===== config.mk =====
export PLATFORM = sky130hd
export DESIGN_NAME = wsf_queue
export DESIGN_NICKNAME = d
export VERILOG_FILES = /design/src/rtl/core/wsf_pkg.sv /design/src/rtl/core/wsf_queue.sv
export SDC_FILE = /design/constraint.sdc
export NUM_CORES = 1
export LEC_CHECK = 0
export ABC_AREA = 0
export BUFFER_PORTS_ARGS = -buffer_cell sky130_fd_sc_hd__clkbuf_2
export CELL_PAD_IN_SITES_DETAIL_PLACEMENT = 1
export CELL_PAD_IN_SITES_GLOBAL_PLACEMENT = 1
export CORE_ASPECT_RATIO = 0.9
export CORE_MARGIN = 1
export CORE_UTILIZATION = 51
export CTS_BUF_LIST = sky130_fd_sc_hd__clkbuf_4 sky130_fd_sc_hd__clkbuf_8
export DETAILED_ROUTE_END_ITERATION = 7
export PLACE_DENSITY = 0.92
export SLEW_MARGIN = 5
export SYNTH_ARGS = -nofsm -noshare
export SYNTH_HDL_FRONTEND = slang
export SYNTH_SLANG_ARGS = --single-unit

===== constraint.sdc =====
create_clock -name clk -period 2.6 [get_ports clk]
set_input_delay 0.52 -clock clk [delete_from_list [all_inputs] [get_ports clk]]
set_output_delay 0.52 -clock clk [all_outputs]
set_load 0.02 [all_outputs]

===== src/rtl/core/wsf_pkg.sv =====
// wsf_pkg: shared constants, types and character helpers for the substring finder
// used by the channel interfaces and every module under rtl/core
// no dependencies
package wsf_pkg;

  localparam int MAX_NEEDLE    = 64;
  localparam int CHAR_BITS     = 16;
  localparam int WIN_DEPTH     = MAX_NEEDLE + 1;
  localparam int SLOT_BITS     = (MAX_NEEDLE > 1) ? $clog2(MAX_NEEDLE) : 1;
  localparam int LEN_BITS      = 7;
  localparam int POS_BITS      = 31;
  localparam int OPC_BITS      = 2;
  localparam int IN_CHAR_BITS  = 16;
  localparam int IN_IDX_BITS   = 6;
  localparam int CFG_IDX_BITS  = 2;
  localparam int CFG_DATA_BITS = 31;
  localparam int QUEUE_DEPTH   = 4;
  localparam int QPTR_BITS     = (QUEUE_DEPTH > 1) ? $clog2(QUEUE_DEPTH) : 1;
  localparam int QCNT_BITS     = $clog2(QUEUE_DEPTH + 1);

  localparam logic [POS_BITS-1:0]  POS_MAX       = '1;
  localparam logic [CHAR_BITS-1:0] CH_UNDERSCORE = CHAR_BITS'(8'h5F);
  localparam logic [CHAR_BITS-1:0] CH_DIGIT_0    = CHAR_BITS'(8'h30);
  localparam logic [CHAR_BITS-1:0] CH_DIGIT_9    = CHAR_BITS'(8'h39);
  localparam logic [CHAR_BITS-1:0] CH_UPPER_A    = CHAR_BITS'(8'h41);
  localparam logic [CHAR_BITS-1:0] CH_UPPER_Z    = CHAR_BITS'(8'h5A);
  localparam logic [CHAR_BITS-1:0] CH_LOWER_A    = CHAR_BITS'(8'h61);
  localparam logic [CHAR_BITS-1:0] CH_LOWER_Z    = CHAR_BITS'(8'h7A);

  typedef enum logic [OPC_BITS-1:0] {
    OP_LOAD = 2'd0,
    OP_TEXT = 2'd1,
    OP_END  = 2'd2
  } op_t;

  typedef enum logic [CFG_IDX_BITS-1:0] {
    REG_NEEDLE_LENGTH  = 2'd0,
    REG_CASE_SENSITIVE = 2'd1,
    REG_WHOLE_WORDS    = 2'd2,
    REG_START_OFFSET   = 2'd3
  } cfg_reg_t;

  typedef struct packed {
    op_t                  op;
    logic [CHAR_BITS-1:0] ch;
    logic [SLOT_BITS-1:0] slot;
  } cmd_t;

  typedef struct packed {
    logic [LEN_BITS-1:0] needle_length;
    logic                case_sensitive;
    logic                whole_words;
    logic [POS_BITS-1:0] start_offset;
  } cfg_t;

  function automatic logic is_word_char(input logic [CHAR_BITS-1:0] c);
    logic w;
    w = (c == CH_UNDERSCORE) ||
        (c >= CH_DIGIT_0 && c <= CH_DIGIT_9) ||
        (c >= CH_UPPER_A && c <= CH_UPPER_Z) ||
        (c >= CH_LOWER_A && c <= CH_LOWER_Z);
    return w;
  endfunction

  function automatic logic [CHAR_BITS-1:0] fold_char(input logic [CHAR_BITS-1:0] c,
                                                     input logic exact);
    logic [CHAR_BITS-1:0] r;
    r = c;
    if (!exact && c >= CH_LOWER_A && c <= CH_LOWER_Z) begin
      r = c - CH_LOWER_A + CH_UPPER_A;
    end
    return r;
  endfunction

endpackage


===== src/rtl/core/wsf_queue.sv =====
// wsf_queue: short flop fifo of decoded commands between front and back
// depends on wsf_pkg
module wsf_queue (
  input  logic          clk,
  input  logic          rst,
  input  logic          push_valid,
  input  wsf_pkg::cmd_t push_cmd,
  output logic          push_ready,
  output logic          pop_valid,
  output wsf_pkg::cmd_t pop_cmd,
  input  logic          pop_ready
);
  import wsf_pkg::*;

  cmd_t                 entries [QUEUE_DEPTH];
  logic [QPTR_BITS-1:0] wr_ptr;
  logic [QPTR_BITS-1:0] rd_ptr;
  logic [QCNT_BITS-1:0] count;
  logic                 push;
  logic                 pop;

  assign push_ready = (count != QCNT_BITS'(QUEUE_DEPTH));
  assign pop_valid  = (count != '0);
  assign pop_cmd    = entries[rd_ptr];
  assign push       = push_valid && push_ready;
  assign pop        = pop_valid && pop_ready;

  always_ff @(posedge clk) begin
    if (rst) begin
      wr_ptr <= '0;
      rd_ptr <= '0;
      count  <= '0;
    end else begin
      if (push) begin
        wr_ptr <= (wr_ptr == QPTR_BITS'(QUEUE_DEPTH - 1)) ? '0 : wr_ptr + 1'b1;
      end
      if (pop) begin
        rd_ptr <= (rd_ptr == QPTR_BITS'(QUEUE_DEPTH - 1)) ? '0 : rd_ptr + 1'b1;
      end
      if (push && !pop) begin
        count <= count + 1'b1;
      end else if (pop && !push) begin
        count <= count - 1'b1;
      end
    end
  end

  always_ff @(posedge clk) begin
    if (push) begin
      entries[wr_ptr] <= push_cmd;
    end
  end

endmodule


==> results.txt <==
Status: finished clean
CP max stage delay: 0.48 ns
CP Capture Type: flip-flop
H-tree Lvls: 3
Clk sinks: 105
CTS Root Buffer Type: clkbuf_8
Worst IR Drop VDD: 0.500 mV
Total CTS buffers: 9
Layout cells sized above 1: 43.7%
Hold Fails Final Rpt: 0
Synthesized area: 3940 um^2
Setup WS pre-CTS: 0.224 ns
Via/cell ratio: 5.49
PortBufs: 53
Clock skew: 0.0124 ns
Unrepaired setup endpoints after global routing: false
Number of enable flip-flop cells after synthesis: 96
Crit path DAT: 2.68 ns
Rows: 30
DRC Markers: 0
Number of global-route vias before repair: 2032
Initial antenna violation count: 0
Initial Util: 52.5%
Via count: 1832
Post-synthesis xor/xnor area fraction: 0.444%
DP Wirelength: 4500 um
First-pass GRT wire length: 10700 um
Max-cap violations: 0
Largest net degree at the start of global routing: 25
Largest cells by area after synthesis: edfxtp_1 (73%), mux4_2 (14%), dfxtp_1 (4.6%)
Crit-path cells: o31ai_1, ha_1, inv_1, fa_1, xor2_1, or3_2, a21oi_1
P per Cell Area: 924 nW/um^2
I/O Pins: 54
Post-CTS Setup Bufs: 0
Tightest Pin Transition: 0.668 ns
Seq cells post-synth: 105
Total negative setup slack: 0 ns
Yosys top cell area share: 73.1%
Setup crit start kind: flip-flop
Biggest area consumer among synthesized cells: edfxtp_1
Die ar.: 8080 um^2
Max Fclk: 419 MHz
WL final: 6800 um
Crit Path Category: reg -> reg
Clock latency on the worst-skew pair: 0.37 ns
Syn_nets: 209
Post-synthesis mux area share: 14.5%
Req. time, crit path: 2.89 ns
CTS Hold Bufs: 0
Post-synthesis sequential area ratio: 77.7%
# fillers: 663
Endpoints failing setup: 0
Final net count: 268
Largest family of logic cells by synthesized area: multiplexers
Final slew viol count: 0
Setup ws final: 0.213 ns
Antenna Nets Post-Route: 0
Post-synthesis average cell area: 22.7 um^2
CTS resizes: 0
Global placement routability congestion: 0.696
WL per Instance: 20.4 um
Relative slew slack: 55.5%
Gate Count Post-Synth: 174
Adder-Cell Fraction of Synth Area: 2.41%
Die height: 85.4 um
Area of the core: 7510 um^2
Post-synthesis async set-or-reset flop share: 0%
Horiz. Die Dim: 94.7 um
Hold Crit Class: in -> reg
Crit path time final: 2.39 ns
Clk slew on worst S/H paths: 0.10 ns
CTS tree: done
Clock buffer depth: 2
Post-Synth Simple-Gate Area: 2.70%
GRT Util Overall: 18.9%
DR iter-0 viols: 106
GRT Residual Overflow: 0
YS warnings: 0
Static leakage: 1.56 nW
Ant diodes: 0
Most frequent cells in the layout: edfxtp_1 (96), clkbuf_2 (53), mux4_2 (24)
Distinct cells, synth: 27
DRT Pass-1 Iters: 4
Compound-cell area share of the yosys netlist: 0.889%
Top FF cell, synth: edfxtp_1
Worst path slowest cell: o31ai_1
Final period util: 91.8%
Most common cell after layout, fill and taps aside: edfxtp_1
Critical path peak fanout: 5
Worst hold slack: 0.371 ns
Syn-to-layout area delta: 14.1%
## sequential cells by signal, indices dropped and copies added, names as in the netlist, named ones only
| register | count |
|---|---|
| rd_ptr | 2 |
| count | 3 |
| wr_ptr | 2 |
| entries | 96 |
## critical path: cells and delay by family, from the launching register on
kind                     cells  cell delay (ns)
AO/OA/AOI/OAI                2             0.64
buffers and inverters        1             0.07
adder cells (fa/ha/maj)      2             0.67
flip-flops                   1             0.37
AND/OR/NAND/NOR              1             0.41
XOR/XNOR                     1             0.16
## cell usage after synthesis (2+ instances only)
library cell  count
a21oi_1           2
inv_1             3
buf_4             2
ha_1              6
and3_2            4
dfxtp_1           9
mux4_2           24
mux2i_1           3
nand2b_1          2
edfxtp_1         96
or3_2             2
xor2_1            2
buf_2             3
nor2_1            3
## final timing paths
kind | start | slack (ns) | end | cells past startpoint
hold reg to reg | rd_ptr[0] | 0.52 | flip-flop | 2
setup / recovery | count[0] | 0.21 | count[2] | 7
setup reg to reg | count[0] | 0.21 | count[2] | 7
hold / removal | push_cmd[1] | 0.37 | entries[1][1] | 1
## area by class of cell
type,count,area (um^2),share of cell area [%]
clock buffer,9,124,2.75
clock inverter,7,53.8,1.20
inverter,3,11.3,0.250
multi-input combinational,58,825,18.3
sequential,105,3060,68.1
tap,96,120,2.67
timing repair buffer,56,300,6.68
## stage by stage
step	utilization [%]	area, um^2	power [mW]	instances
detailed placement	57.6	4320	3.30	318
finish	59.9	4500	4.16	334
floorplan	-	3940	2.94	174
global route	59.9	4500	4.34	334
CTS	59.9	4500	4.20	334
global placement	57.6	4320	3.25	318
## power breakdown
group	switching [mW]	leakage (nW)	internal, mW	total (mW)
registers	0.0990	0.954	2.05	2.15
logic	0.616	0.517	0.473	1.09
clock network	0.557	0.0896	0.359	0.916
## layer usage
layer | wire (um) | global-route usage (%)
met3 | 221 | 3.85
met2 | 3660 | 32.2
met5 | 0 | 0
met1 | 2830 | 22.6
met4 | 89 | 10.2
## logic make-up (layout without fill, tap and decap cells)
kind of cell               count (synthesis)  count (layout)
DFF                                      105             105
muxes                                     27              27
and+or+nand+nor                           17              17
buffers and inverters                     11              75
adders and majority gates                  7               7
AOI/OAI and AO/OA                          5               5
xor gates and xnor gates                   2               2
Note: power is estimated with default switching activity, not from simulation.
